### src/sv/tlb_pkg.sv
// Package for the translation lookaside buffer: item kinds, result codes,
// page geometry and the structs passed between the TLB modules.
// No dependencies.
`timescale 1ns / 1ps
`default_nettype none

package tlb_pkg;

	// Page geometry: 4 KiB pages on a 32-bit address.
	localparam int unsigned AddrWidth   = 32;
	localparam int unsigned PageShift   = 12;
	localparam int unsigned PageWidth   = AddrWidth - PageShift;
	localparam int unsigned IndexWidth  = 4;
	localparam int unsigned DefEntries  = 16;
	localparam logic [PageShift-1:0] OffsetMask = 12'hFFF;

	// Kinds of input item.
	typedef enum logic [1:0] {
		KIND_LOOKUP = 2'd0,
		KIND_FILL   = 2'd1,
		KIND_FLUSH  = 2'd2
	} kind_t;

	// Result codes.
	typedef enum logic [2:0] {
		ST_HIT   = 3'd0,
		ST_MISS  = 3'd1,
		ST_PROT  = 3'd2,
		ST_SAME  = 3'd3,
		ST_FREE  = 3'd4,
		ST_EVICT = 3'd5,
		ST_FLUSH = 3'd6
	} status_t;

	// One input item as held in the input register.
	typedef struct packed {
		logic [1:0]           kind;
		logic [AddrWidth-1:0] virt_addr;
		logic [AddrWidth-1:0] fill_phys_addr;
		logic                 access_write;
	} item_t;

	// One result item.
	typedef struct packed {
		logic [2:0]            status;
		logic [AddrWidth-1:0]  phys_addr;
		logic [IndexWidth-1:0] entry_index;
		logic [PageWidth-1:0]  old_page;
	} result_t;

	// Update command from the decision logic to the entry storage.
	typedef struct packed {
		logic                 write;      // write the selected entry
		logic                 keep_frame; // rewrite page and permission only
		logic                 flush;      // clear every valid bit
		logic                 advance;    // step the eviction pointer
		logic [PageWidth-1:0] page;
		logic [PageWidth-1:0] frame;
		logic                 writable;
	} update_t;

endpackage

`default_nettype wire

### src/sv/tlb_if.sv
// Valid/ready channel interfaces for the TLB request and result items.
// Depends on tlb_pkg.
`timescale 1ns / 1ps
`default_nettype none

interface tlb_req_if;
	logic                           valid;
	logic                           ready;
	logic [1:0]                     kind;
	logic [tlb_pkg::AddrWidth-1:0]  virt_addr;
	logic [tlb_pkg::AddrWidth-1:0]  fill_phys_addr;
	logic                           access_write;

	modport source (output valid, kind, virt_addr, fill_phys_addr, access_write,
		input ready);
	modport sink (input valid, kind, virt_addr, fill_phys_addr, access_write,
		output ready);
endinterface

interface tlb_rsp_if;
	logic                           valid;
	logic                           ready;
	logic [2:0]                     status;
	logic [tlb_pkg::AddrWidth-1:0]  phys_addr;
	logic [tlb_pkg::IndexWidth-1:0] entry_index;
	logic [tlb_pkg::PageWidth-1:0]  old_page;

	modport source (output valid, status, phys_addr, entry_index, old_page,
		input ready);
	modport sink (input valid, status, phys_addr, entry_index, old_page,
		output ready);
endinterface

`default_nettype wire

### src/sv/tlb_entries.sv
// Entry storage of the TLB: valid bits, page, frame and permission per
// entry, and the round-robin eviction pointer. Depends on tlb_pkg.
`timescale 1ns / 1ps
`default_nettype none

module tlb_entry_store #(
	parameter int unsigned ENTRIES = tlb_pkg::DefEntries,
	parameter int unsigned IW      = (ENTRIES > 1) ? $clog2(ENTRIES) : 1
) (
	input  wire logic                           clk,
	input  wire logic                           arst_n,
	input  wire logic                           en,
	input  wire tlb_pkg::update_t               upd,
	input  wire logic [IW-1:0]                  upd_idx,
	output logic                                valid_q   [ENTRIES],
	output logic [tlb_pkg::PageWidth-1:0]       page_q    [ENTRIES],
	output logic [tlb_pkg::PageWidth-1:0]       frame_q   [ENTRIES],
	output logic                                writable_q[ENTRIES],
	output logic [IW-1:0]                       ptr_q
);

	localparam logic [IW-1:0] LastIdx = IW'(ENTRIES - 1);

	// Valid bits: set on any write, cleared by a flush.
	always_ff @(posedge clk or negedge arst_n) begin
		if (!arst_n) begin
			for (int k = 0; k < ENTRIES; k++) valid_q[k] <= 1'b0;
		end else if (en) begin
			for (int k = 0; k < ENTRIES; k++) begin
				if (upd.flush) begin
					valid_q[k] <= 1'b0;
				end else if (upd.write && (upd_idx == IW'(k))) begin
					valid_q[k] <= 1'b1;
				end
			end
		end
	end

	// Entry payload; a same-frame reuse leaves the frame as it is.
	always_ff @(posedge clk) begin
		if (en && upd.write) begin
			for (int k = 0; k < ENTRIES; k++) begin
				if (upd_idx == IW'(k)) begin
					page_q[k]     <= upd.page;
					writable_q[k] <= upd.writable;
					if (!upd.keep_frame) begin
						frame_q[k] <= upd.frame;
					end
				end
			end
		end
	end

	// Round-robin pointer moves only on eviction and wraps at the last entry.
	always_ff @(posedge clk or negedge arst_n) begin
		if (!arst_n) begin
			ptr_q <= '0;
		end else if (en && upd.advance) begin
			ptr_q <= (ptr_q == LastIdx) ? '0 : ptr_q + 1'b1;
		end
	end

endmodule

`default_nettype wire

### src/sv/tlb_decide.sv
// Decision logic of the TLB: parallel page and frame compares, lowest-index
// selection, the result item and the update command. Depends on tlb_pkg.
`timescale 1ns / 1ps
`default_nettype none

module tlb_decide #(
	parameter int unsigned ENTRIES = tlb_pkg::DefEntries,
	parameter int unsigned IW      = (ENTRIES > 1) ? $clog2(ENTRIES) : 1
) (
	input  wire tlb_pkg::item_t                 item,
	input  wire logic                           valid_q   [ENTRIES],
	input  wire logic [tlb_pkg::PageWidth-1:0]  page_q    [ENTRIES],
	input  wire logic [tlb_pkg::PageWidth-1:0]  frame_q   [ENTRIES],
	input  wire logic                           writable_q[ENTRIES],
	input  wire logic [IW-1:0]                  ptr_q,
	output tlb_pkg::result_t                    res,
	output tlb_pkg::update_t                    upd,
	output logic [IW-1:0]                       upd_idx
);

	localparam int unsigned PW = tlb_pkg::PageWidth;
	localparam int unsigned PS = tlb_pkg::PageShift;

	logic [PW-1:0]      page;
	logic [PW-1:0]      frame;
	logic [ENTRIES-1:0] page_hit;
	logic [ENTRIES-1:0] frame_hit;
	logic [ENTRIES-1:0] free_vec;
	logic [ENTRIES-1:0] page_oh;
	logic [ENTRIES-1:0] frame_oh;
	logic [IW-1:0]      page_idx;
	logic [IW-1:0]      frame_idx;
	logic [IW-1:0]      free_idx;
	logic [PW-1:0]      hit_frame;
	logic               hit_writable;
	logic [PW-1:0]      same_old_page;
	logic [PW-1:0]      ptr_old_page;
	logic [31:0]        idx_wide;

	assign page  = item.virt_addr[tlb_pkg::AddrWidth-1:PS];
	assign frame = item.fill_phys_addr[tlb_pkg::AddrWidth-1:PS];

	// Compare every entry in parallel.
	always_comb begin
		for (int k = 0; k < ENTRIES; k++) begin
			page_hit[k]  = valid_q[k] && (page_q[k] == page);
			frame_hit[k] = valid_q[k] && (frame_q[k] == frame);
			free_vec[k]  = !valid_q[k];
		end
	end

	// Lowest set bit as a one-hot vector and as an index.
	assign page_oh  = page_hit & (~page_hit + 1'b1);
	assign frame_oh = frame_hit & (~frame_hit + 1'b1);

	always_comb begin
		page_idx  = '0;
		frame_idx = '0;
		free_idx  = '0;
		for (int k = ENTRIES - 1; k >= 0; k--) begin
			if (page_hit[k])  page_idx  = IW'(k);
			if (frame_hit[k]) frame_idx = IW'(k);
			if (free_vec[k])  free_idx  = IW'(k);
		end
	end

	// Read out the selected entries through and-or muxes.
	always_comb begin
		hit_frame     = '0;
		hit_writable  = 1'b0;
		same_old_page = '0;
		ptr_old_page  = '0;
		for (int k = 0; k < ENTRIES; k++) begin
			if (page_oh[k]) begin
				hit_frame    = hit_frame | frame_q[k];
				hit_writable = hit_writable | writable_q[k];
			end
			if (frame_oh[k]) same_old_page = same_old_page | page_q[k];
			if (ptr_q == IW'(k)) ptr_old_page = ptr_old_page | page_q[k];
		end
	end

	// Result and update for the item's kind.
	always_comb begin
		res            = '0;
		res.status     = tlb_pkg::ST_MISS;
		upd            = '0;
		upd.page       = page;
		upd.frame      = frame;
		upd.writable   = item.access_write;
		upd_idx        = '0;
		case (tlb_pkg::kind_t'(item.kind))
			tlb_pkg::KIND_LOOKUP: begin
				if (|page_hit) begin
					upd_idx = page_idx;
					if (!hit_writable && item.access_write) begin
						res.status = tlb_pkg::ST_PROT;
					end else begin
						res.status    = tlb_pkg::ST_HIT;
						res.phys_addr = {hit_frame, item.virt_addr[PS-1:0] & tlb_pkg::OffsetMask};
					end
				end
			end
			tlb_pkg::KIND_FILL: begin
				upd.write = 1'b1;
				if (|frame_hit) begin
					res.status     = tlb_pkg::ST_SAME;
					res.old_page   = same_old_page;
					upd_idx        = frame_idx;
					upd.keep_frame = 1'b1;
				end else if (|free_vec) begin
					res.status = tlb_pkg::ST_FREE;
					upd_idx    = free_idx;
				end else begin
					res.status   = tlb_pkg::ST_EVICT;
					res.old_page = ptr_old_page;
					upd_idx      = ptr_q;
					upd.advance  = 1'b1;
				end
			end
			tlb_pkg::KIND_FLUSH: begin
				res.status = tlb_pkg::ST_FLUSH;
				upd.flush  = 1'b1;
			end
			default: begin
				res.status = tlb_pkg::ST_MISS;
			end
		endcase
		// Miss and flush report entry zero.
		if (res.status == tlb_pkg::ST_MISS || res.status == tlb_pkg::ST_FLUSH) begin
			upd_idx = '0;
		end
		// The reported index is the low bits of the entry number.
		idx_wide        = 32'(upd_idx);
		res.entry_index = idx_wide[tlb_pkg::IndexWidth-1:0];
	end

endmodule

`default_nettype wire

### src/sv/tlb_lookup_and_fill.sv
// Top level of the fully associative TLB: input register, decision logic,
// entry storage and result register. Depends on tlb_pkg, tlb_if,
// tlb_entry_store and tlb_decide.
//
//   channel  direction  interface   payload
//   req      in         tlb_req_if  kind, virt_addr, fill_phys_addr, access_write
//   rsp      out        tlb_rsp_if  status, phys_addr, entry_index, old_page
//
// One item per cycle sustained while each result is taken as it is offered;
// an item goes through the input register, then compare and update into the
// result register, which offers its result. The entry update of one item
// lands at the edge that registers its result, so the next item already
// sees it.
// Reset clears the valid bits, the eviction pointer and both valid flags;
// no clearing pass is needed. A stalled result holds the input register,
// and the input register still takes an item while it is empty.
`timescale 1ns / 1ps
`default_nettype none

module tlb_lookup_and_fill #(
	parameter int unsigned ENTRIES = tlb_pkg::DefEntries
) (
	input  wire logic  clk,
	input  wire logic  arst_n,
	tlb_req_if.sink    req,
	tlb_rsp_if.source  rsp
);

	localparam int unsigned IW = (ENTRIES > 1) ? $clog2(ENTRIES) : 1;

	tlb_pkg::item_t   item_s1;
	logic             valid_s1;
	tlb_pkg::result_t res;
	tlb_pkg::result_t res_s2;
	logic             valid_s2;
	tlb_pkg::update_t upd;
	logic [IW-1:0]    upd_idx;
	logic             advance;

	logic                        valid_q   [ENTRIES];
	logic [tlb_pkg::PageWidth-1:0] page_q  [ENTRIES];
	logic [tlb_pkg::PageWidth-1:0] frame_q [ENTRIES];
	logic                        writable_q[ENTRIES];
	logic [IW-1:0]               ptr_q;

	// The held item moves on when the result register is free or being taken.
	assign advance   = valid_s1 && (!valid_s2 || rsp.ready);
	assign req.ready = !valid_s1 || advance;

	// Input register.
	always_ff @(posedge clk or negedge arst_n) begin
		if (!arst_n) begin
			valid_s1 <= 1'b0;
		end else if (req.ready) begin
			valid_s1 <= req.valid;
		end
	end

	always_ff @(posedge clk) begin
		if (req.valid && req.ready) begin
			item_s1.kind           <= req.kind;
			item_s1.virt_addr      <= req.virt_addr;
			item_s1.fill_phys_addr <= req.fill_phys_addr;
			item_s1.access_write   <= req.access_write;
		end
	end

	tlb_decide #(
		.ENTRIES (ENTRIES),
		.IW      (IW)
	) u_decide (
		.item       (item_s1),
		.valid_q    (valid_q),
		.page_q     (page_q),
		.frame_q    (frame_q),
		.writable_q (writable_q),
		.ptr_q      (ptr_q),
		.res        (res),
		.upd        (upd),
		.upd_idx    (upd_idx)
	);

	tlb_entry_store #(
		.ENTRIES (ENTRIES),
		.IW      (IW)
	) u_entries (
		.clk        (clk),
		.arst_n     (arst_n),
		.en         (advance),
		.upd        (upd),
		.upd_idx    (upd_idx),
		.valid_q    (valid_q),
		.page_q     (page_q),
		.frame_q    (frame_q),
		.writable_q (writable_q),
		.ptr_q      (ptr_q)
	);

	// Result register.
	always_ff @(posedge clk or negedge arst_n) begin
		if (!arst_n) begin
			valid_s2 <= 1'b0;
		end else if (advance) begin
			valid_s2 <= 1'b1;
		end else if (rsp.ready) begin
			valid_s2 <= 1'b0;
		end
	end

	always_ff @(posedge clk) begin
		if (advance) begin
			res_s2 <= res;
		end
	end

	assign rsp.valid       = valid_s2;
	assign rsp.status      = res_s2.status;
	assign rsp.phys_addr   = res_s2.phys_addr;
	assign rsp.entry_index = res_s2.entry_index;
	assign rsp.old_page    = res_s2.old_page;

endmodule

`default_nettype wire

### src/flat_wrapper.sv
// flat-port wrapper written by rule: the top's interface ports become plain ports
module tlb_lookup_and_fill_flat 
#(
	parameter int unsigned ENTRIES = tlb_pkg::DefEntries
)
  (clk, arst_n, req_valid, req_kind, req_virt_addr, req_fill_phys_addr, req_access_write, req_ready, rsp_valid, rsp_status, rsp_phys_addr, rsp_entry_index, rsp_old_page, rsp_ready);
  tlb_req_if req_i ();
  tlb_rsp_if rsp_i ();
  input  wire logic clk;
  input  wire logic arst_n;
  input wire logic [$bits(req_i.valid)-1:0] req_valid;
  input wire logic [$bits(req_i.kind)-1:0] req_kind;
  input wire logic [$bits(req_i.virt_addr)-1:0] req_virt_addr;
  input wire logic [$bits(req_i.fill_phys_addr)-1:0] req_fill_phys_addr;
  input wire logic [$bits(req_i.access_write)-1:0] req_access_write;
  output wire logic [$bits(req_i.ready)-1:0] req_ready;
  output wire logic [$bits(rsp_i.valid)-1:0] rsp_valid;
  output wire logic [$bits(rsp_i.status)-1:0] rsp_status;
  output wire logic [$bits(rsp_i.phys_addr)-1:0] rsp_phys_addr;
  output wire logic [$bits(rsp_i.entry_index)-1:0] rsp_entry_index;
  output wire logic [$bits(rsp_i.old_page)-1:0] rsp_old_page;
  input wire logic [$bits(rsp_i.ready)-1:0] rsp_ready;
  assign req_i.valid = req_valid;
  assign req_i.kind = req_kind;
  assign req_i.virt_addr = req_virt_addr;
  assign req_i.fill_phys_addr = req_fill_phys_addr;
  assign req_i.access_write = req_access_write;
  assign req_ready = req_i.ready;
  assign rsp_valid = rsp_i.valid;
  assign rsp_status = rsp_i.status;
  assign rsp_phys_addr = rsp_i.phys_addr;
  assign rsp_entry_index = rsp_i.entry_index;
  assign rsp_old_page = rsp_i.old_page;
  assign rsp_i.ready = rsp_ready;
  tlb_lookup_and_fill #(.ENTRIES(ENTRIES)) u_core (.clk(clk), .arst_n(arst_n), .req(req_i), .rsp(rsp_i));
endmodule
### config.mk
export PLATFORM = sky130hd
export DESIGN_NAME = tlb_lookup_and_fill_flat
export DESIGN_NICKNAME = d
export VERILOG_FILES = /design/src/sv/tlb_pkg.sv /design/src/sv/tlb_if.sv /design/src/sv/tlb_entries.sv /design/src/sv/tlb_decide.sv /design/src/sv/tlb_lookup_and_fill.sv /design/src/flat_wrapper.sv
export SDC_FILE = /design/constraint.sdc
export NUM_CORES = 1
export LEC_CHECK = 0
export ABC_CLOCK_PERIOD_IN_PS = 14600
export BUFFER_PORTS_ARGS = -buffer_cell sky130_fd_sc_hd__buf_4
export CAP_MARGIN = 25
export CORE_MARGIN = 4
export CORE_UTILIZATION = 45
export CTS_CLUSTER_SIZE = 24
export DETAILED_ROUTE_END_ITERATION = 6
export PLACE_DENSITY = 0.63
export SLEW_MARGIN = 30
export SYNTH_ARGS = -nofsm -noshare
export SYNTH_HDL_FRONTEND = slang
export SYNTH_SLANG_ARGS = --single-unit
export TNS_END_PERCENT = 5
### constraint.sdc
create_clock -name clk -period 14.6 [get_ports clk]
set_input_delay 2.92 -clock clk [delete_from_list [all_inputs] [get_ports clk]]
set_output_delay 2.92 -clock clk [all_outputs]
set_load 0.02 [all_outputs]
==> impl_results.md <==
* Chip width at 306 microns
* Startpoint Class: primary input
* Crit path top cell by count: buf_4
* Power, Total at 5130 uW
* Pwr dens at 113 nW/um^2
* Largest net degree at the start of global routing at 60
* Initial DRC Count at 4596
* Synth cell count leaders: edfxtp_1 (770), xnor2_1 (365), xor2_1 (273)
* First-pass GRT wire length at 224000 microns
* Worst R2R Start: u_core.item_s1[30]
* Clock transition at path regs at 0.05 ns
* Slew HR at 0.214
* Status: finished, violations left
* FFs w/ async S/R, synth at 0.0278
* CP peak stage delay at 0.19 ns
* Share of cells above drive strength 1 at 0.145
* Die height at 306 microns
* Hold buffers post-CTS at 0
* DRT antenna net count at 0
* WP buf/inv at 2
* Crit path max-delay family: buffers and inverters
* Post-CTS setup buffer count at 0
* Input/output buffers at 119
* Critical Path Stages at 3
* Dpl ws at 8.27 ns
* GRT Util Overall at 0.331
* Max-Cap Viols at 0
* Clock Latency Late Sink at 0.67 ns
* Ys flop type: edfxtp_1
* Sequential area share after synthesis at 0.592
* Failing checks: design-rule violations
* Fmax achieved at 158 MHz
* # DRC at 3
* IO Pins at 132
* Hold wc startpoint: u_core.item_s1[32]
* # setup viols final at 0
* Placement row count at 109
* Crit path to: req_ready
* Synth Area per Inst at 12.9 sq um
* Htree depth at 3
* Final Critical Period at 6.33 ns
* RSZ-0062 raised after global routing: false
* Leak at 0.0145 uW
* Final-stage net count at 3308
* Synth top area share at 0.578
* Count leader, synth: edfxtp_1
* Setup Skew at 0.0239 ns
* Yosys cell types at 79
* CTS tree: done
* Largest area contributor in the netlist: edfxtp_1
* Post-CTS sizing at 0
* Clock Tree Root: clkbuf_16
* Setup crit end kind: output pin
* Final hold violations at 0
* Crit-path cells: buf_4, nand3b_1, buf_4
* CP startpoint: rsp_ready
* Worst Path Arrival at 3.41 ns
* Least-Margin Pin Slew at 1.18 ns
* Vias/cell at 6.80
* R2r setup slk at 8.52 ns
* Post-detail-place hpwl at 113000 microns
* Cells after Synth at 3101
* Maximum vdd drop at 110 uV
* Die Footprint at 93700 sq um
* Clock sink total at 792
* Hold Slack at 0.463 ns
* Synth Warn # at 0
* Worst Reg-to-Reg Cells at 12
* First-pass detailed-route iteration total at 7
* Post-synth EDFFs at 770
* Routed via count at 30400
* Worst EP required at 11.68 ns
* Mapped Area at 40000 sq um
* CTS buffer count at 87
* CP Class: in -> out
* Core footprint at 88200 sq um
* Setup TNS at 0 ns
* Syn Nets at 3176
* Tcrit/Tclk final at 0.433
* Longest Clk Path Bufs at 3
* Starting Density at 0.453
* Crit-path slowest cell: nand3b_1
* Worst min path class: reg -> reg
* Total congestion overflow at 0
* RR Endpoint: u_core.u_entries.frame_q[99]
* Number of global-route vias before repair at 29400
* Filler cells at 7545
* P&R area growth vs syn at 13.6%
* Slew Viols, Final at 0
* Worst Path Max Fanout at 3
* WL per Instance at 35.7 microns
* Count of state elements after synthesis at 792
* Top area cells in the synthesized netlist: edfxtp_1 (58%), xnor2_1 (8.0%), xor2_1 (6.0%)
* Initial antenna violation count at 3
* Final RePlAce weighted congestion at 1.03
* WL final at 160000 microns
* Fin worst setup slack at 8.27 ns
## flip-flops by register name, indices dropped and copies added (netlist names)
signal                       cells
u_core.rsp.valid                 1
u_core.rsp.status                3
u_core.u_entries.ptr_q           4
u_core.rsp.phys_addr            32
u_core.u_entries.valid_q        16
u_core.item_s1                  55
u_core.rsp.entry_index           4
u_core.u_entries.frame_q       320
u_core.valid_s1                  1
u_core.rsp.old_page             20
u_core.u_entries.writable_q     16
u_core.u_entries.page_q        320
## report_power, final
part | internal (uW) | total [uW] | switching [uW] | leakage [uW]
logic | 105 | 331 | 226 | 0.00583
registers | 2530 | 2550 | 22.8 | 0.00731
clock network | 1300 | 2250 | 952 | 0.00139
total | 3930 | 5130 | 1200 | 0.0145
## cells by family after synthesis
kind of cell / share of synthesized area
DFF: 0.592
and+or+nand+nor: 0.120
buffers and inverters: 0.0320
xor gates and xnor gates: 0.141
adders and majority gates: 0.00125
AOI/OAI and AO/OA: 0.114
## layout make-up
cell class	count	area (sq um)	share of cell area
timing repair buffer	255	1910	0.0421
inverter	33	124	0.00273
multi-input combinational	2064	15300	0.338
clock buffer	106	2280	0.0502
sequential	792	23700	0.521
antenna	3	7.51	0.000165
tap	1165	1460	0.0321
clock inverter	55	602	0.0133
## layout by cell type, fill, tap and decap left out, types with 33 or more instances in the layout
cell / netlist / routed
a221oi_1: 67 / 67
a22o_1: 103 / 103
nor4_1: 128 / 109
nand2_1: 175 / 174
nand3_1: 101 / 100
and2_1: 35 / 33
clkbuf_16: 0 / 88
nor2_1: 76 / 75
xor2_1: 273 / 273
a22oi_1: 154 / 154
buf_4: 31 / 253
xnor2_1: 365 / 365
nand4_1: 149 / 149
edfxtp_1: 770 / 770
a222oi_1: 37 / 37
## metal layers
layer / track usage / vias to the layer above / part of all wire
met1: 0.418 / 15200 / 0.37
met5: 0 / - / 0.00019
met2: 0.524 / 2178 / 0.45
met3: 0.0617 / 571 / 0.092
li1: - / 12400 / -
met4: 0.220 / 4 / 0.087
## metrics by stage
stage / std cells / area [sq um] / util
6_report: 4473 / 45400 / 0.515
5_1_grt: 4470 / 45400 / 0.514
4_1_cts: 4468 / 45400 / 0.514
3_5_place_dp: 4307 / 42500 / 0.482
3_3_place_gp: 4307 / 42400 / 0.481
2_1_floorplan: 3101 / 40000 / -
## worst min path at each step
stage	endpoint	slack, ns	cells after the start
after floorplan	u_core.rsp.valid	0.45	1
after global placement	u_core.u_entries.frame_q[199]	0.43	0
after detailed placement	u_core.u_entries.frame_q[199]	0.44	0
after CTS	u_core.u_entries.frame_q[199]	0.46	0
after global routing	u_core.u_entries.frame_q[199]	0.47	0
final	u_core.u_entries.frame_q[199]	0.46	0
Note: power is estimated with default switching activity, not from simulation.
